==> src/rtl/dflp_pkg.sv <==
// Package: shared constants, types and the character classifier of the literal parser.
`default_nettype none
package dflp_pkg;

   localparam int MANTISSA_BITS = 64;
   localparam int MANT_OUT_W    = 64;
   localparam int EXP_ACC_W     = 16;
   localparam int EXP_OUT_W     = 17;

   localparam logic [7:0] CHAR_PLUS       = 8'h2B;
   localparam logic [7:0] CHAR_MINUS      = 8'h2D;
   localparam logic [7:0] CHAR_DOT        = 8'h2E;
   localparam logic [7:0] CHAR_ZERO       = 8'h30;
   localparam logic [7:0] CHAR_NINE       = 8'h39;
   localparam logic [7:0] CHAR_UNDERSCORE = 8'h5F;
   localparam logic [7:0] CHAR_E_UPPER    = 8'h45;
   localparam logic [7:0] CHAR_E_LOWER    = 8'h65;
   localparam logic [7:0] CHAR_L_UPPER    = 8'h4C;
   localparam logic [7:0] CHAR_L_LOWER    = 8'h6C;

   typedef enum logic [2:0] {
      CL_DIGIT,
      CL_PLUS,
      CL_MINUS,
      CL_UNDERSCORE,
      CL_DOT,
      CL_EXP,
      CL_LONG,
      CL_OTHER
   } char_class_type;

   typedef enum logic [2:0] {
      PH_START,
      PH_INT,
      PH_FRAC_NEW,
      PH_FRAC,
      PH_EXP_START,
      PH_EXP,
      PH_LONG
   } phase_type;

   typedef struct packed {
      char_class_type cls;
      logic [3:0]     digit;
      logic           is_last;
   } token_type;

   function automatic token_type classify(input logic [7:0] code, input logic last);
      token_type tok;
      tok.is_last = last;
      tok.digit   = 4'd0;
      if (code inside {[CHAR_ZERO:CHAR_NINE]}) begin
         tok.cls   = CL_DIGIT;
         tok.digit = 4'(code - CHAR_ZERO);
      end else if (code == CHAR_PLUS) begin
         tok.cls = CL_PLUS;
      end else if (code == CHAR_MINUS) begin
         tok.cls = CL_MINUS;
      end else if (code == CHAR_UNDERSCORE) begin
         tok.cls = CL_UNDERSCORE;
      end else if (code == CHAR_DOT) begin
         tok.cls = CL_DOT;
      end else if (code inside {CHAR_E_UPPER, CHAR_E_LOWER}) begin
         tok.cls = CL_EXP;
      end else if (code inside {CHAR_L_UPPER, CHAR_L_LOWER}) begin
         tok.cls = CL_LONG;
      end else begin
         tok.cls = CL_OTHER;
      end
      return tok;
   endfunction

endpackage
`default_nettype wire

==> src/rtl/dflp_if.sv <==
// Interfaces: request (character) and response (parsed literal) channels.
`default_nettype none
interface dflp_req_if;
   logic       valid;
   logic       ready;
   logic [7:0] char_code;
   logic       is_last;

   modport source (output valid, output char_code, output is_last, input ready);
   modport sink   (input valid, input char_code, input is_last, output ready);
endinterface

interface dflp_rsp_if;
   logic        valid;
   logic        ready;
   logic        negative;
   logic [63:0] mantissa;
   logic signed [16:0] exponent;
   logic        long_literal;
   logic        parse_error;
   logic        mantissa_wrapped;

   modport source (output valid, output negative, output mantissa, output exponent,
                   output long_literal, output parse_error, output mantissa_wrapped,
                   input ready);
   modport sink   (input valid, input negative, input mantissa, input exponent,
                   input long_literal, input parse_error, input mantissa_wrapped,
                   output ready);
endinterface
`default_nettype wire

==> src/rtl/dflp_front.sv <==
// Front end: accepts characters and registers their classified token.
`default_nettype none
module dflp_front
   import dflp_pkg::*;
(
   input  wire logic      clock,
   input  wire logic      reset,
   dflp_req_if.sink       req_chan,
   output token_type      tok_out,
   output logic           tok_valid,
   input  wire logic      tok_ready
);

   token_type tok_ff, tok_in;
   logic      valid_ff, valid_in;
   logic      take;

   assign req_chan.ready = !valid_ff || tok_ready;
   assign take           = req_chan.valid && req_chan.ready;

   always_comb begin
      tok_in   = tok_ff;
      valid_in = valid_ff;
      if (take) begin
         tok_in   = classify(req_chan.char_code, req_chan.is_last);
         valid_in = 1'b1;
      end else if (tok_ready) begin
         valid_in = 1'b0;
      end
   end

   always_ff @(posedge clock) begin
      if (reset) begin
         valid_ff <= 1'b0;
      end else begin
         valid_ff <= valid_in;
      end
      tok_ff <= tok_in;
   end

   assign tok_out   = tok_ff;
   assign tok_valid = valid_ff;

endmodule
`default_nettype wire

==> src/rtl/dflp_queue.sv <==
// Two-entry token queue between front end and parser back end.
`default_nettype none
module dflp_queue
   import dflp_pkg::*;
(
   input  wire logic      clock,
   input  wire logic      reset,
   input  wire token_type push_tok,
   input  wire logic      push_valid,
   output logic           push_ready,
   output token_type      pop_tok,
   output logic           pop_valid,
   input  wire logic      pop_ready
);

   token_type  entry_ff [2];
   logic       wr_ptr_ff, wr_ptr_in;
   logic       rd_ptr_ff, rd_ptr_in;
   logic [1:0] count_ff, count_in;
   logic       push, pop;

   assign push_ready = (count_ff != 2'd2);
   assign pop_valid  = (count_ff != 2'd0);
   assign push       = push_valid && push_ready;
   assign pop        = pop_valid && pop_ready;
   assign pop_tok    = entry_ff[rd_ptr_ff];

   always_comb begin
      wr_ptr_in = push ? !wr_ptr_ff : wr_ptr_ff;
      rd_ptr_in = pop ? !rd_ptr_ff : rd_ptr_ff;
      count_in  = count_ff;
      if (push && !pop) begin
         count_in = count_ff + 2'd1;
      end else if (pop && !push) begin
         count_in = count_ff - 2'd1;
      end
   end

   always_ff @(posedge clock) begin
      if (reset) begin
         wr_ptr_ff <= 1'b0;
         rd_ptr_ff <= 1'b0;
         count_ff  <= 2'd0;
      end else begin
         wr_ptr_ff <= wr_ptr_in;
         rd_ptr_ff <= rd_ptr_in;
         count_ff  <= count_in;
      end
      if (push) begin
         entry_ff[wr_ptr_ff] <= push_tok;
      end
   end

endmodule
`default_nettype wire

==> src/rtl/dflp_back.sv <==
// Back end: grammar state machine, digit accumulation and response register.
`default_nettype none
module dflp_back
   import dflp_pkg::*;
(
   input  wire logic      clock,
   input  wire logic      reset,
   input  wire token_type tok,
   input  wire logic      tok_valid,
   output logic           tok_ready,
   dflp_rsp_if.source     rsp_chan
);

   localparam int PROD_W = MANTISSA_BITS + 4;

   phase_type                 phase_ff, phase_in, eff_phase;
   logic                      sign_ff, sign_in;
   logic [MANTISSA_BITS-1:0]  mant_ff, mant_in;
   logic [EXP_ACC_W-1:0]      frac_ff, frac_in;
   logic [EXP_ACC_W-1:0]      eacc_ff, eacc_in;
   logic                      eneg_ff, eneg_in;
   logic                      have_ff, have_in;
   logic                      upend_ff, upend_in;
   logic                      failed_ff, failed_in;
   logic                      wrap_ff, wrap_in;

   logic                      out_valid_ff, out_valid_in;
   logic                      out_neg_ff;
   logic [MANT_OUT_W-1:0]     out_mant_ff;
   logic signed [EXP_OUT_W-1:0] out_exp_ff;
   logic                      out_long_ff, out_err_ff, out_wrap_ff;

   logic                      out_free, step, finish;
   logic                      is_dig, active, sign_start, go;
   logic [PROD_W-1:0]         mant_prod;
   logic                      mant_over;
   logic [EXP_ACC_W-1:0]      eacc_prod;
   logic [EXP_ACC_W-1:0]      frac_term, exp_term;
   logic signed [EXP_OUT_W-1:0] total;

   assign out_free  = !out_valid_ff || rsp_chan.ready;
   assign tok_ready = !tok.is_last || out_free;
   assign step      = tok_valid && tok_ready;
   assign finish    = step && tok.is_last;

   assign is_dig     = (tok.cls == CL_DIGIT);
   // a pending underscore must be followed by a digit
   assign active     = step && !failed_ff && !(upend_ff && !is_dig);
   assign sign_start = active && (phase_ff == PH_START)
                       && (tok.cls == CL_PLUS || tok.cls == CL_MINUS);
   assign go         = active && !sign_start;
   assign eff_phase  = (phase_ff == PH_START) ? PH_INT : phase_ff;

   // mantissa*10 + digit with the carry-out bits showing a wrap
   assign mant_prod = {1'b0, mant_ff, 3'b000} + {3'b000, mant_ff, 1'b0}
                      + {{(PROD_W-4){1'b0}}, tok.digit};
   assign mant_over = |mant_prod[PROD_W-1:MANTISSA_BITS];
   assign eacc_prod = {eacc_ff[EXP_ACC_W-4:0], 3'b000} + {eacc_ff[EXP_ACC_W-2:0], 1'b0}
                      + {{(EXP_ACC_W-4){1'b0}}, tok.digit};

   // next grammar phase
   always_comb begin
      phase_in = phase_ff;
      if (sign_start) begin
         phase_in = PH_INT;
      end else if (go) begin
         phase_in = eff_phase;
         case (eff_phase)
            PH_INT: begin
               if (tok.cls == CL_LONG) begin
                  phase_in = PH_LONG;
               end else if (tok.cls == CL_DOT) begin
                  phase_in = PH_FRAC_NEW;
               end else if (tok.cls == CL_EXP && have_ff) begin
                  phase_in = PH_EXP_START;
               end
            end
            PH_FRAC_NEW, PH_FRAC: begin
               if (is_dig) begin
                  phase_in = PH_FRAC;
               end else if (tok.cls == CL_EXP && have_ff) begin
                  phase_in = PH_EXP_START;
               end
            end
            PH_EXP_START, PH_EXP: begin
               if (is_dig) begin
                  phase_in = PH_EXP;
               end else if (eff_phase == PH_EXP_START
                            && (tok.cls == CL_PLUS || tok.cls == CL_MINUS)) begin
                  phase_in = PH_EXP;
               end
            end
            default: begin
               phase_in = eff_phase;
            end
         endcase
      end
   end

   // accumulators and flags
   always_comb begin
      sign_in   = sign_ff;
      mant_in   = mant_ff;
      frac_in   = frac_ff;
      eacc_in   = eacc_ff;
      eneg_in   = eneg_ff;
      have_in   = have_ff;
      upend_in  = upend_ff;
      failed_in = failed_ff;
      wrap_in   = wrap_ff;
      if (step && !failed_ff && upend_ff && !is_dig) begin
         failed_in = 1'b1;
      end
      if (active) begin
         upend_in = 1'b0;
      end
      if (sign_start) begin
         sign_in = (tok.cls == CL_MINUS);
      end else if (go) begin
         case (eff_phase)
            PH_INT: begin
               if (is_dig) begin
                  mant_in = mant_prod[MANTISSA_BITS-1:0];
                  wrap_in = wrap_ff || mant_over;
                  have_in = 1'b1;
               end else if (tok.cls == CL_UNDERSCORE && have_ff) begin
                  upend_in = 1'b1;
               end else if (tok.cls == CL_LONG || tok.cls == CL_DOT) begin
                  have_in = have_ff;
               end else if (tok.cls == CL_EXP && have_ff) begin
                  have_in = 1'b0;
               end else begin
                  failed_in = 1'b1;
               end
            end
            PH_FRAC_NEW, PH_FRAC: begin
               if (is_dig) begin
                  mant_in = mant_prod[MANTISSA_BITS-1:0];
                  wrap_in = wrap_ff || mant_over;
                  have_in = 1'b1;
                  frac_in = frac_ff + EXP_ACC_W'(1);
               end else if (tok.cls == CL_UNDERSCORE && eff_phase == PH_FRAC) begin
                  upend_in = 1'b1;
               end else if (tok.cls == CL_EXP && have_ff) begin
                  have_in = 1'b0;
               end else begin
                  failed_in = 1'b1;
               end
            end
            PH_EXP_START, PH_EXP: begin
               if (is_dig) begin
                  eacc_in = eacc_prod;
                  have_in = 1'b1;
               end else if (eff_phase == PH_EXP_START
                            && (tok.cls == CL_PLUS || tok.cls == CL_MINUS)) begin
                  eneg_in = (tok.cls == CL_MINUS);
               end else if (tok.cls == CL_UNDERSCORE && have_ff) begin
                  upend_in = 1'b1;
               end else begin
                  failed_in = 1'b1;
               end
            end
            default: begin
               failed_in = 1'b1;
            end
         endcase
      end
   end

   assign frac_term = -frac_in;
   assign exp_term  = eneg_in ? -eacc_in : eacc_in;
   assign total     = EXP_OUT_W'(signed'(frac_term)) + EXP_OUT_W'(signed'(exp_term));

   always_comb begin
      out_valid_in = out_valid_ff;
      if (finish) begin
         out_valid_in = 1'b1;
      end else if (rsp_chan.ready) begin
         out_valid_in = 1'b0;
      end
   end

   always_ff @(posedge clock) begin
      if (reset || finish) begin
         phase_ff  <= PH_START;
         sign_ff   <= 1'b0;
         mant_ff   <= '0;
         frac_ff   <= '0;
         eacc_ff   <= '0;
         eneg_ff   <= 1'b0;
         have_ff   <= 1'b0;
         upend_ff  <= 1'b0;
         failed_ff <= 1'b0;
         wrap_ff   <= 1'b0;
      end else begin
         phase_ff  <= phase_in;
         sign_ff   <= sign_in;
         mant_ff   <= mant_in;
         frac_ff   <= frac_in;
         eacc_ff   <= eacc_in;
         eneg_ff   <= eneg_in;
         have_ff   <= have_in;
         upend_ff  <= upend_in;
         failed_ff <= failed_in;
         wrap_ff   <= wrap_in;
      end
      if (reset) begin
         out_valid_ff <= 1'b0;
      end else begin
         out_valid_ff <= out_valid_in;
      end
      if (finish) begin
         out_neg_ff  <= sign_in;
         out_mant_ff <= MANT_OUT_W'(mant_in);
         out_exp_ff  <= total;
         out_long_ff <= (phase_in == PH_LONG);
         out_err_ff  <= failed_in || upend_in || !have_in;
         out_wrap_ff <= wrap_in;
      end
   end

   assign rsp_chan.valid            = out_valid_ff;
   assign rsp_chan.negative         = out_neg_ff;
   assign rsp_chan.mantissa         = out_mant_ff;
   assign rsp_chan.exponent         = out_exp_ff;
   assign rsp_chan.long_literal     = out_long_ff;
   assign rsp_chan.parse_error      = out_err_ff;
   assign rsp_chan.mantissa_wrapped = out_wrap_ff;

endmodule
`default_nettype wire

==> src/rtl/decimal_float_literal_parser_unit.sv <==
// Decimal literal parser: one character per request, one response per string.
// Throughput: one character per cycle sustained, independent of the response side
// as long as responses are taken; characters without is_last produce no response.
// Path: the response of a final character is valid once it has passed the front
// register, the two-entry queue and the back-end response register.
// Reset: synchronous, active high; clears the parser state, queue and both valids.
`default_nettype none
module decimal_float_literal_parser_unit
   import dflp_pkg::*;
(
   input  wire logic  clock,
   input  wire logic  reset,
   dflp_req_if.sink   req_chan,
   dflp_rsp_if.source rsp_chan
);

   token_type front_tok, back_tok;
   logic      front_valid, front_ready;
   logic      back_valid, back_ready;

   dflp_front u_front (
      .clock     (clock),
      .reset     (reset),
      .req_chan  (req_chan),
      .tok_out   (front_tok),
      .tok_valid (front_valid),
      .tok_ready (front_ready)
   );

   dflp_queue u_queue (
      .clock      (clock),
      .reset      (reset),
      .push_tok   (front_tok),
      .push_valid (front_valid),
      .push_ready (front_ready),
      .pop_tok    (back_tok),
      .pop_valid  (back_valid),
      .pop_ready  (back_ready)
   );

   dflp_back u_back (
      .clock     (clock),
      .reset     (reset),
      .tok       (back_tok),
      .tok_valid (back_valid),
      .tok_ready (back_ready),
      .rsp_chan  (rsp_chan)
   );

endmodule
`default_nettype wire

==> src/flat_wrapper.sv <==
// flat-port wrapper written by rule: the top's interface ports become plain ports
module decimal_float_literal_parser_unit_flat import dflp_pkg::*;
  (clock, reset, req_chan_valid, req_chan_char_code, req_chan_is_last, req_chan_ready, rsp_chan_valid, rsp_chan_negative, rsp_chan_mantissa, rsp_chan_exponent, rsp_chan_long_literal, rsp_chan_parse_error, rsp_chan_mantissa_wrapped, rsp_chan_ready);
  dflp_req_if req_chan_i ();
  dflp_rsp_if rsp_chan_i ();
  input  wire logic clock;
  input  wire logic reset;
  input wire logic [$bits(req_chan_i.valid)-1:0] req_chan_valid;
  input wire logic [$bits(req_chan_i.char_code)-1:0] req_chan_char_code;
  input wire logic [$bits(req_chan_i.is_last)-1:0] req_chan_is_last;
  output wire logic [$bits(req_chan_i.ready)-1:0] req_chan_ready;
  output wire logic [$bits(rsp_chan_i.valid)-1:0] rsp_chan_valid;
  output wire logic [$bits(rsp_chan_i.negative)-1:0] rsp_chan_negative;
  output wire logic [$bits(rsp_chan_i.mantissa)-1:0] rsp_chan_mantissa;
  output wire logic [$bits(rsp_chan_i.exponent)-1:0] rsp_chan_exponent;
  output wire logic [$bits(rsp_chan_i.long_literal)-1:0] rsp_chan_long_literal;
  output wire logic [$bits(rsp_chan_i.parse_error)-1:0] rsp_chan_parse_error;
  output wire logic [$bits(rsp_chan_i.mantissa_wrapped)-1:0] rsp_chan_mantissa_wrapped;
  input wire logic [$bits(rsp_chan_i.ready)-1:0] rsp_chan_ready;
  assign req_chan_i.valid = req_chan_valid;
  assign req_chan_i.char_code = req_chan_char_code;
  assign req_chan_i.is_last = req_chan_is_last;
  assign req_chan_ready = req_chan_i.ready;
  assign rsp_chan_valid = rsp_chan_i.valid;
  assign rsp_chan_negative = rsp_chan_i.negative;
  assign rsp_chan_mantissa = rsp_chan_i.mantissa;
  assign rsp_chan_exponent = rsp_chan_i.exponent;
  assign rsp_chan_long_literal = rsp_chan_i.long_literal;
  assign rsp_chan_parse_error = rsp_chan_i.parse_error;
  assign rsp_chan_mantissa_wrapped = rsp_chan_i.mantissa_wrapped;
  assign rsp_chan_i.ready = rsp_chan_ready;
  decimal_float_literal_parser_unit u_core (.clock(clock), .reset(reset), .req_chan(req_chan_i), .rsp_chan(rsp_chan_i));
endmodule
==> config.mk <==
export PLATFORM = sky130hd
export DESIGN_NAME = decimal_float_literal_parser_unit_flat
export DESIGN_NICKNAME = d
export VERILOG_FILES = /design/src/rtl/dflp_pkg.sv /design/src/rtl/dflp_if.sv /design/src/rtl/dflp_front.sv /design/src/rtl/dflp_queue.sv /design/src/rtl/dflp_back.sv /design/src/rtl/decimal_float_literal_parser_unit.sv /design/src/flat_wrapper.sv
export SDC_FILE = /design/constraint.sdc
export NUM_CORES = 1
export LEC_CHECK = 0
export ABC_AREA = 1
export ABC_CLOCK_PERIOD_IN_PS = 11700
export BUFFER_PORTS_ARGS = -buffer_cell sky130_fd_sc_hd__clkbuf_2
export CORE_ASPECT_RATIO = 0.6
export CORE_MARGIN = 2
export CORE_UTILIZATION = 55
export DETAILED_ROUTE_END_ITERATION = 6
export HOLD_SLACK_MARGIN = 0.05
export MAX_ROUTING_LAYER = met4
export PLACE_DENSITY = 0.73
export REMOVE_ABC_BUFFERS = 1
export SLEW_MARGIN = 10
export SYNTH_ARGS = -nofsm -noshare
export SYNTH_HDL_FRONTEND = slang
export SYNTH_SLANG_ARGS = --single-unit
==> constraint.sdc <==
create_clock -name clock -period 11.7 [get_ports clock]
set_clock_uncertainty 0.15 [all_clocks]
set_input_delay 2.34 -clock clock [delete_from_list [all_inputs] [get_ports clock]]
set_output_delay 2.34 -clock clock [all_outputs]
set_load 0.02 [all_outputs]
* Word-level counts from Yosys, hierarchy flattened
Memory sizes are Yosys's and may differ from the RTL's. A register that Yosys moved wholly into a read port is not among the register bits.
Index checks and enable logic that the tools add are counted.
** Word-level totals
- Output and inout bits :: 87
- Logic and storage cells :: 197
- Memories kept :: 1
- Bits of input ports :: 13
- Bits in writable memories :: 16
- Register bits after elaboration :: 204
** Operators by class
- Reduce and logical (&&, ||, !) cells :: 54
- Equality and inequality tests :: 21
- $lt $le $gt $ge :: 2
- Muxes and demuxes :: 82
- $add $sub $neg :: 11
** Memories
- u_core.u_queue.entry_ff :: depth 2, width 8, rd ports 1, clocked after Yosys merged registers in 1, wr ports 1, line dflp_queue.sv:16 : token_type entry_ff [2];
** Operators with widths (number)
- $mux 64 :: 4
- $mux 16 :: 9
- $add 67x65->68 :: 1
- $add 68x4->68 :: 1
- $mux 1 :: 50
- $eq 8x7->1 const B :: 5
- $neg 16->16 :: 2
- $mux 3 :: 9
- $eq 8x6->1 const B :: 3
- $logic_and 1x1->1 :: 19
- $eq 3x3->1 const B :: 6
- $add 16x16->17 :: 1
- $add 16x1->16 const B :: 1
- $add 16x16->16 :: 1
- $add 16x4->16 :: 1
- $eq 3x2->1 const B :: 4
- $logic_not 1->1 :: 12
- $mux 2 :: 6
- $reduce_bool 2->1 :: 6
- $logic_or 1x1->1 :: 9
- $pmux 1 s3 :: 3
- $pmux 3 s3 :: 1
- $ge 8x6->1 const B :: 1
- $le 8x6->1 const B :: 1
- 9 further kinds :: 14

* Longest topological paths before layout
Gate-level depths: netlist of the first run.
- Depth after elaboration :: 17
- Gate-level depth with buffers :: 29
- Mapped depth without buffers :: 29

* Modules after synthesis
From an unflattened synthesis of the first run, not the netlist that was laid out.
** Unflattened totals
- Cell total of the unflattened synthesis :: 2467
- Area total of the unflattened synthesis :: 17197.7 sq um
** Modules (own cells, without submodules)
- dflp_back :: area each 15897.7 sq um, sequential area each 4674.5 sq um, times used 1, cells each 2344
- dflp_queue :: area each 825.8 sq um, sequential area each 580.6 sq um, times used 1, cells each 62
- dflp_front :: area each 474.2 sq um, sequential area each 260.2 sq um, times used 1, cells each 61

* Worst setup path after synthesis of the first run
Ideal clock, no wire load.
- Path kind :: input-to-reg
- From :: input port rsp_chan_ready
- To :: register u_core.u_back.out_exp_ff[14] (netlist: u_core.u_back.rsp_chan.exponent[14]) (data pin)
- Setup time :: 0.270 ns
- Stages on the path :: 21
- Required time :: 11.280 ns
- Path buffers :: 3
- Arrival time :: 5.496 ns
- Path slack :: 5.784 ns
- Cells stage by stage :: nor2_1 -> nand2_1 -> nand3_1 -> inv_1 -> nand2_4 -> a21oi_4 -> buf_6 -> buf_8 -> o21ai_2 -> buf_4 -> nand2_1 -> o21ai_0 -> inv_1 -> fa_1 -> o21ai_0 -> a21oi_1 -> o21ai_0 -> a21boi_0 -> o21ai_0 -> a21boi_0 -> xor2_1
** On the way
- Cells in the longest elaborated chain, start to end :: 14
- Elaborated cells between the ends (all ways) :: 19
- Those cells by class :: add/sub (3); mux (7); reduce/logical (9)
** Ends and longest elaborated chain
- start, declared :: line flat_wrapper.sv:19 : input wire logic [$bits(rsp_chan_i.ready)-1:0] rsp_chan_ready;
- $logic_or 1x1->1 * :: line dflp_back.sv:41 : assign out_free = !out_valid_ff || rsp_chan.ready;
- $logic_or 1x1->1 * :: line dflp_back.sv:42 : assign tok_ready = !tok.is_last || out_free;
- $logic_and 1x1->1 * :: line dflp_back.sv:43 : assign step = tok_valid && tok_ready;
- $logic_and 1x1->1 * (2 in series) :: line dflp_back.sv:48 : assign active = step && !failed_ff && !(upend_ff && !is_dig);
- $logic_and 1x1->1 :: line dflp_back.sv:49 : assign sign_start = active && (phase_ff == PH_START)
- $logic_and 1x1->1 :: line dflp_back.sv:50 : && (tok.cls == CL_PLUS || tok.cls == CL_MINUS);
- $logic_not 1->1 :: line dflp_back.sv:51 : assign go = active && !sign_start;
- $logic_and 1x1->1 :: line dflp_back.sv:51
- $mux 16 :: line dflp_back.sv:119 : end else if (go) begin
- $mux 16 :: line dflp_back.sv:117 : if (sign_start) begin
- $neg 16->16 :: line dflp_back.sv:171 : assign exp_term = eneg_in ? -eacc_in : eacc_in;
- $mux 16 :: line dflp_back.sv:171
- $add 16x16->17 * :: line dflp_back.sv:172 : assign total = EXP_OUT_W'(signed'(frac_term)) + EXP_OUT_W'(signed'(exp_term));
- via u_core.u_back.total[14] :: line dflp_back.sv:39 : logic signed [EXP_OUT_W-1:0] total;
- end signal, assigned :: line dflp_back.sv:215 : out_exp_ff <= total;
- end, declared :: line dflp_back.sv:30 : logic signed [EXP_OUT_W-1:0] out_exp_ff;
The timed path passes the listed nets; every way through them passes the cells marked *.
A chain may end at the register's enable or synchronous reset.

* Final worst setup path of the first run
- From :: input port rsp_chan_ready
- To :: register u_core.u_back.out_exp_ff[16] (netlist: u_core.u_back.rsp_chan.exponent[16]) (data pin)
** On the way
- Cells in the longest elaborated chain, start to end :: 14
- Elaborated cells between the ends (all ways) :: 19
- Those cells by class :: add/sub (3); mux (7); reduce/logical (9)
** Ends and longest elaborated chain
- $logic_or 1x1->1 * :: line dflp_back.sv:41
- $logic_or 1x1->1 * :: line dflp_back.sv:42
- $logic_and 1x1->1 * :: line dflp_back.sv:43
- $logic_and 1x1->1 * (2 in series) :: line dflp_back.sv:48
- $logic_and 1x1->1 :: line dflp_back.sv:49
- $logic_and 1x1->1 :: line dflp_back.sv:50
- $logic_not 1->1 :: line dflp_back.sv:51
- $logic_and 1x1->1 :: line dflp_back.sv:51
- $mux 16 :: line dflp_back.sv:119
- $mux 16 * :: line dflp_back.sv:117
- via u_core.u_back.eacc_in[0] :: line dflp_back.sv:20 : logic [EXP_ACC_W-1:0] eacc_ff, eacc_in;
- $neg 16->16 :: line dflp_back.sv:171
- $mux 16 * :: line dflp_back.sv:171
- $add 16x16->17 * :: line dflp_back.sv:172
- via u_core.u_back.total[16] :: line dflp_back.sv:39
Marked as above.

==> summary.md, run 1 <==
| Metric | Value |
|---|---|
| # resized after CTS | `0` |
| Outcome | `completed` |
| Root buffer cell | `clkbuf_16` |
| Commonest cells in the netlist | `nand2_1 (586), inv_1 (370), nor2_1 (335), ha_1 (173), a21oi_1 (143)` |
| Final period utilization | `57.6%` |
| Sequential fraction of the synthesis area | `32.3%` |
| Worst-margin pin slew | `1140 ps` |
| Main flop type after synthesis | `dfxtp_1` |
| Skew-Pair Late Insertion Delay | `550 ps` |
| Hold Fails Final Rpt | `0` |
| Fraction of registers with async set/reset | `0%` |
| Final net count | `2701` |
| Die Y | `140 um` |
| Nature of the critical path startpoint | `input pin` |
| Remaining DRCs | `0` |
| Crit Path Max Fanout | `29` |
| RSZ-0062 raised after global routing | `no` |
| Final setup fails | `0` |
| Initial antenna violation count | `0` |
| Slew Viols, Final | `0` |
| Synth top area share | `19.2%` |
| EDFF count, synth | `109` |
| Req. time, crit path | `11830 ps` |
| Leakage | `9.55 nW` |
| Clock sinks | `221` |
| Reg clk slew, reported paths | `60 ps` |
| Placed Area | `17900 um2` |
| Count leader, synth | `nand2_1` |
| Largest net degree at the start of global routing | `104` |
| CP Class | `input pin to flip-flop` |
| DR WL/cell | `18.5 um` |
| ANT nets after route | `0` |
| Vias | `16.4k` |
| Crit path max-delay cell type | `a21oi_4` |
| 1st-iter DRT viols | `1928` |
| Crit path arrival time | `6870 ps` |
| Global-route wire length before repair | `83000 um` |
| TritonCTS Buffers | `22` |
| Synth warn | `0` |
| Synth area leaders | `edfxtp_1 (19%), dfxtp_1 (13%), nand2_1 (13%), ha_1 (13%), inv_1 (8.1%)` |
| DR vias/cell | `5.61` |
| Slew headroom | `22.9%` |
| Synth unique cells | `52` |
| Max incr delay on CP | `750 ps` |
| Syn avg cell area | `7.05 um2` |
| Initial Util | `56.4%` |
| PortBufs | `99` |
| Max VDD drop | `0.172 mV` |
| Flop2flop setup slack | `5650 ps` |
| Die X | `231 um` |
| Final Instance Area | `18700 um2` |
| Power Dens Cells | `161 nW/um2` |
| CTS tree | `built` |
| H-tree levels | `1` |
| Top delay family on crit path | `compound AO/OA/AOI/OAI gates` |
| Router iterations before antenna repair | `6` |
| # Post-CTS Setup Buffers | `0` |
| Fill cells | `2807` |
| Clock Path Buffers | `3` |
| #FFs+latches synth | `221` |
| Overall power | `3.00 mW` |
| Die ar. | `32500 um2` |
| Mapped Area | `17100 um2` |
| Cells after synthesis | `2421` |
| Critical Path End Type | `flip-flop` |
| Fmax | `148 MHz` |
| CP Buf/Inv Count | `4` |
| Post-CTS Hold Buffers | `0` |
| GRT Overall Usage | `34.0%` |
| Leading area contributor after synthesis | `edfxtp_1` |
| Core area | `30200 um2` |
| Total gr overflow | `0` |
| CP cell instances | `clkbuf_2 -> nor2_1 -> nand2_1 -> nand3_1 -> inv_1 -> nand2_4 -> a21oi_4 -> nand2_1 -> nand2_1 -> inv_1 -> ha_1 -> nand2_1 -> o21ai_0 -> inv_1 -> fa_1 -> o21ai_0 -> a21oi_1 -> o21ai_0 -> a21boi_0 -> o21ai_0 -> a21boi_0 -> nor2_1 -> o22ai_1` |
| Vias in the first global route | `14.7k` |
| Post-layout min period | `6740 ps` |
| Dpl hpwl | `43800 um` |
| Layout area overhead | `9.39%` |
| Fraction of layout cells with a size suffix above 1 | `8.75%` |
| Final GP Congestion | `1.02` |
| Worst hold path class | `flip-flop to flip-flop` |
| Max-Cap Viols | `0` |
| Ant diodes | `0` |
| Num ports | `100` |
| Final WL | `54100 um` |
| Sum Neg Setup Slack | `0 ps` |
| Row count | `49` |
-- layer usage --
| metal | GRT usage [%] | vias to the layer above | wire [um] |
|---|---|---|---|
| met4 | 4.48 | 0 | 694 |
| met3 | 7.19 | 46 | 6320 |
| met1 | 57.5 | 7573 | 28800 |
| met2 | 39.5 | 826 | 18300 |
| li1 | - | 7997 | - |
| met5 | - | - | 0 |
-- placed cells by master, fill, tap and decap left out, types with 4 or more instances in the layout --
cell	count
nand2_1	585
inv_1	369
nor2_1	335
ha_1	173
a21oi_1	143
o21ai_0	131
nand3_1	112
dfxtp_1	112
edfxtp_1	109
clkbuf_2	99
xor2_1	61
or2_2	40
xnor2_1	31
nand4_1	28
clkbuf_16	24
nor3_1	21
o21bai_1	16
nand2_2	11
a31oi_1	10
o21ai_1	8
a21o_1	8
a21boi_0	8
inv_2	6
nor4_1	5
o211ai_1	5
fa_1	5
clkbuf_1	5
nand2_4	4
nand3_2	4
nor2_4	4
nor2_2	4
o21a_1	4
buf_4	4
-- per-stage QoR --
step | util [%] | instances | hold WS, ps | setup slack [ps]
floorplan | - | 2383 | 271 | 5410
global placement | 59.2 | 2894 | 274 | 4730
detailed placement | 59.2 | 2894 | 280 | 4620
CTS | 61.7 | 2933 | 295 | 5090
global route | 61.7 | 2933 | 300 | 4590
finish | 61.7 | 2933 | 294 | 4960
-- worst register-to-register path: cells and delay by family, from the launching register on --
kind,cells,cell delay (ps)
DFF,1,620
and+or+nand+nor,6,800
adders and majority gates,3,1320
AOI/OAI and AO/OA,10,2390
buffers and inverters,3,360
xor gates and xnor gates,1,160
-- cell families (layout without fill, tap and decap cells) --
| family | Yosys count | count (layout) | synth area share [%] |
|---|---|---|---|
| AOI/OAI and AO/OA | 355 | 355 | 11.7 |
| buffers and inverters | 414 | 518 | 9.48 |
| adders and majority gates | 178 | 178 | 13.3 |
| xor gates and xnor gates | 93 | 93 | 4.82 |
| DFF | 221 | 221 | 32.3 |
| and+or+nand+nor | 1160 | 1160 | 28.4 |
-- final timing paths --
kind                                  start                                  end  depth (start not counted)
setup / recovery             rsp_chan_ready  u_core.u_back.rsp_chan.exponent[16]                         23
setup reg to reg                  flip-flop  u_core.u_back.rsp_chan.exponent[16]                         23
hold / removal    u_core.u_front.tok_out[2]        u_core.u_queue.entry_ff[1][2]                          0
hold reg to reg   u_core.u_front.tok_out[2]        u_core.u_queue.entry_ff[1][2]                          0
-- state kept, by name (all words and copies together) (netlist names), 2 cells and up, named ones only --
| name | cells |
|---|---|
| u_core.u_queue.count_ff | 2 |
| u_core.u_back.rsp_chan.exponent | 17 |
| u_core.u_front.tok_out | 8 |
| u_core.u_back.phase_ff | 3 |
| u_core.u_back.eacc_ff | 16 |
| u_core.u_back.rsp_chan.mantissa | 64 |
| u_core.u_back.mant_ff | 64 |
| u_core.u_back.frac_ff | 16 |
| u_core.u_queue.entry_ff | 16 |
-- cell type report --
type	instances	area, um2	share of cell area (%)
multi-input combinational	1786	9940	53.3
sequential	221	5520	29.6
inverter	376	1410	7.57
clock buffer	32	661	3.54
timing repair buffer	103	526	2.82
tap	408	510	2.74
clock inverter	7	96.3	0.516
-- where the power goes --
part	switching [mW]	internal, mW
Clock	0.322	0.437
Sequential	0.0716	0.993
Combinational	0.843	0.337
Total	1.24	1.77
Power figures use the tool's default switching activity.
==> run 2, diff against run 1 <==
--- a/config.mk
+++ b/config.mk
@@ -5,8 +5,8 @@
 export SDC_FILE = /design/constraint.sdc
 export NUM_CORES = 1
 export LEC_CHECK = 0
-export ABC_AREA = 1
-export ABC_CLOCK_PERIOD_IN_PS = 11700
+export ABC_AREA = 0
+export ABC_CLOCK_PERIOD_IN_PS = 6400
 export BUFFER_PORTS_ARGS = -buffer_cell sky130_fd_sc_hd__clkbuf_2
 export CORE_ASPECT_RATIO = 0.6
 export CORE_MARGIN = 2
==> constraint.sdc (replaced) <==
create_clock -name clock -period 6.4 [get_ports clock]
set_clock_uncertainty 0.15 [all_clocks]
set_input_delay 1.28 -clock clock [delete_from_list [all_inputs] [get_ports clock]]
set_output_delay 1.28 -clock clock [all_outputs]
set_load 0.02 [all_outputs]
==> run 2 against run 1 <==
  * The flow now finishes with violations (design-rule violations)
  * Setup slack got worse by 4400 ps
  * Area after synthesis fell by 11%
  * Largest cell class unchanged
  * Global-route usage fell by 7.3 points
  * Non-clock buffer count rose by 7
  * Highest routed layer unchanged
  * Final cell count fell by 28%
  * Sequential cell count did not move
  * Register-to-register slack got worse by 5100 ps
==> summary.md, run 2 <==
| Metric | Value |
|---|---|
| Synth warn | `0 (unchanged)` |
| Commonest non-fill, non-tap cell in the layout | `nand2_1` |
| Commonest cells in the netlist | `nand2_1 (198), ha_1 (173), a21oi_1 (158), nor2_1 (125), dfxtp_1 (112)` |
| Initial antenna violation count | `0 (unchanged)` |
| DR vias/cell | `5.93 (+5.7%)` |
| Slew Viols, Final | `0 (unchanged)` |
| Main flop type after synthesis | `dfxtp_1` |
| Worst setup margin | `578 ps (-4390 ps)` |
| Cells after synthesis | `1669 (-31%)` |
| Placement Setup Slack | `501 ps (-4120 ps)` |
| Syn avg cell area | `9.12 um2 (+29%)` |
| GRT Overall Usage | `26.7% (-7.3 points)` |
| TritonCTS Buffers | `23 (+4.5%)` |
| Fmax | `172 MHz` |
| H-tree levels | `1 (unchanged)` |
| Dpl hpwl | `28400 um (-35%)` |
| Critical Path End Type | `flip-flop` |
| Most frequent cells in the layout | `nand2_1 (198), ha_1 (173), a21oi_1 (158), nor2_1 (123), dfxtp_1 (112)` |
| Failing checks | `design-rule violations` |
| Ant diodes | `0 (unchanged)` |
| Reg clk slew, reported paths | `60 ps (about the same)` |
| 1st-iter DRT viols | `1135 (-41%)` |
| CP Class | `flip-flop to flip-flop` |
| Die ar. | `29100 um2 (-11%)` |
| Skew-Pair Late Insertion Delay | `550 ps (about the same)` |
| Initial Util | `55.6% (-0.88 points)` |
| Worst-margin pin slew | `1030 ps (-112 ps)` |
| Layout area overhead | `9.80%` |
| Num ports | `100 (unchanged)` |
| Top delay family on crit path | `compound AO/OA/AOI/OAI gates` |
| Max VDD drop | `0.270 mV (+57%)` |
| Worst reg-to-reg path cell count | `21 (-8.7%)` |
| Setup crit end | `u_core.u_back.rsp_chan.exponent[15]` |
| Post-layout min period | `5820 ps` |
| Crit Path Max Fanout | `12 (-59%)` |
| Max-Cap Viols | `0 (unchanged)` |
| Synth top area share | `21.5% (+2.3 points)` |
| Crit path max-delay cell type | `dfxtp_1` |
| RSZ-0062 raised after global routing | `no` |
| # Post-CTS Setup Buffers | `0 (unchanged)` |
| Router iterations before antenna repair | `7 (+1)` |
| Fraction of registers with async set/reset | `0% (unchanged)` |
| Synth unique cells | `88 (+69%)` |
| Post-placement cell count | `2078 (-28%)` |
| PortBufs | `99 (unchanged)` |
| CP Buf/Inv Count | `1 (-3)` |
| Largest net degree at the start of global routing | `53 (-49%)` |
| # resized after CTS | `0 (unchanged)` |
| Non-Filler Instances | `2120 (-28%)` |
| CP most frequent cell | `a21oi_1` |
| Vias in the first global route | `11.6k (-21%)` |
| Root buffer cell | `clkbuf_16` |
| Register Area | `5520 um2 (unchanged)` |
| CP Depth | `21 (-8.7%)` |
| Die Y | `133 um (-5.4%)` |
| Count leader, synth | `nand2_1` |
| Final setup fails | `0 (unchanged)` |
| DR WL/cell | `17.8 um (-3.5%)` |
| Row count | `47 (-4.1%)` |
| ANT nets after route | `0 (unchanged)` |
| Fraction of layout cells with a size suffix above 1 | `11.4% (+2.7 points)` |
| Clock sinks | `221 (unchanged)` |
| Footprint of the multi-input gates | `9280 um2 (-6.6%)` |
| Power Dens Cells | `226 nW/um2 (+40%)` |
| Final WL | `37700 um (-30%)` |
| #FFs+latches synth | `221 (unchanged)` |
| Final period utilization | `91.0%` |
| Clock Path Buffers | `3 (unchanged)` |
| Remaining DRCs | `5 (+5)` |
| CTS tree | `built` |
| Leakage | `7.58 nW (-21%)` |
| Worst hold path class | `flip-flop to flip-flop` |
| Hold Fails Final Rpt | `0 (unchanged)` |
| Outcome | `finished, violations left` |
| Flop2flop setup slack | `580 ps (-5070 ps)` |
| EDFF count, synth | `109 (unchanged)` |
| Max incr delay on CP | `720 ps (-30 ps)` |
| Crit path arrival time | `5970 ps (-900 ps)` |
| Fill cells | `2399 (-15%)` |
| CP cell instances | `mux2i_1 -> fa_1 -> inv_1 -> fa_1 -> a21o_1 -> a21oi_1 -> o21bai_1 -> a21oi_1 -> xnor2_1 -> mux2i_1 -> nand3_1 -> nor2_1 -> nor2_1 -> xor2_1 -> ha_1 -> or3_1 -> a311oi_1 -> nor3_1 -> a211o_1 -> a21oi_1 -> xnor2_1` |
| Global-route wire length before repair | `61100 um (-26%)` |
| Req. time, crit path | `6550 ps (-5280 ps)` |
| Mapped Area | `15200 um2 (-11%)` |
| Core area | `27400 um2 (-9.3%)` |
| Final net count | `1927 (-29%)` |
| Leading area contributor after synthesis | `edfxtp_1` |
| Die X | `219 um (-5.4%)` |
| Post-CTS Hold Buffers | `0 (unchanged)` |
| Slew headroom | `31.2% (+8.3 points)` |
| Nature of the critical path startpoint | `flip-flop` |
| Vias | `12.6k (-24%)` |
| Final GP Congestion | `0.979 (-4.4%)` |
| Sequential fraction of the synthesis area | `36.2% (+3.9 points)` |
| Synth area leaders | `edfxtp_1 (21%), dfxtp_1 (15%), ha_1 (14%), a21oi_1 (5.2%), nand2_1 (4.9%)` |
| Total gr overflow | `0 (unchanged)` |
| Worst r2r dst | `u_core.u_back.rsp_chan.exponent[15]` |
==> run 2: cell count changes after synthesis, moves of 19 or more <==
cell / delta
a21o_1: +38
and2_1: +51
clkbuf_1: +34
inv_1: -324
mux2_2: +21
mux2i_1: +27
nand2_1: -388
nand3_1: -68
nor2_1: -210
nor3_1: +21
o21ai_0: -52
or2_2: -37
xnor2_1: +49
xor2_1: -19
==> run 2: final cells by class <==
type,count,area share [%]
clock buffers,27,3.53
multi-input cells,1334,55.5
well taps,367,2.75
repair buffers,110,3.46
flip-flops and latches,221,33.0
clock inverters,15,0.719
inverters,46,1.03
==> run 2: worst min path at each step <==
stage,startpoint,end,slack [ps],cells after the start
2_1_floorplan,u_core.u_front.tok_out[0],u_core.u_queue.entry_ff[0][0],270,0
3_3_place_gp,u_core.u_front.tok_out[6],u_core.u_queue.entry_ff[0][6],270,0
3_5_place_dp,u_core.u_front.tok_out[6],u_core.u_queue.entry_ff[1][6],280,0
4_1_cts,u_core.u_front.tok_out[6],u_core.u_queue.entry_ff[1][6],300,0
5_1_grt,u_core.u_front.tok_out[0],u_core.u_queue.entry_ff[1][0],310,0
6_report,u_core.u_front.tok_out[6],u_core.u_queue.entry_ff[1][6],300,0
==> run 2: power by group <==
group	total, mW	switching, mW	internal, mW
clock network	1.31	0.598	0.708
logic	0.698	0.509	0.189
registers	1.77	0.0867	1.68
total	3.77	1.19	2.58
==> run 2: kinds of logic (layout without fill, tap and decap cells) <==
group                      count (synthesis)  after routing  share of synthesized area [%]
xor gates and xnor gates                 123            123                           7.13
buffers and inverters                    114            198                           2.97
adders and majority gates                178            178                           14.9
AOI/OAI and AO/OA                        419            419                           17.4
muxes                                     51             51                           3.60
and+or+nand+nor                          563            563                           17.8
DFF                                      221            221                           36.2
==> run 2: metrics by stage <==
step                area, um2  util (%)  TNS [ps]  hold slack [ps]  total power [mW]
floorplan               14900         -   -133590              271              2.24
global placement        16000      58.4         0              274              2.49
detailed placement      16000      58.4         0              283              2.50
CTS                     16700      61.0         0              297              3.81
global route            16700      61.0         0              314              3.92
finish                  16700      61.0         0              303              3.77
==> run 2: per-layer routing <==
layer  up-vias  wire length [um]  GRT usage (%)
li1       6211                 -              -
met1      5943             19800           42.6
met2       363             14800           35.2
met3        45              2570           4.05
met4         0               567           4.54
met5         -                 0              -
==> run 2: worst reg2reg max path, cell delays in order, from the launching register on <==
cell	delay, ps
dfxtp_1	720
mux2i_1	290
fa_1	580
inv_1	70
fa_1	470
a21o_1	180
a21oi_1	330
o21bai_1	100
a21oi_1	190
xnor2_1	90
mux2i_1	310
nand3_1	170
nor2_1	130
nor2_1	60
xor2_1	140
ha_1	230
or3_1	380
a311oi_1	230
nor3_1	180
a211o_1	300
a21oi_1	180
xnor2_1	80
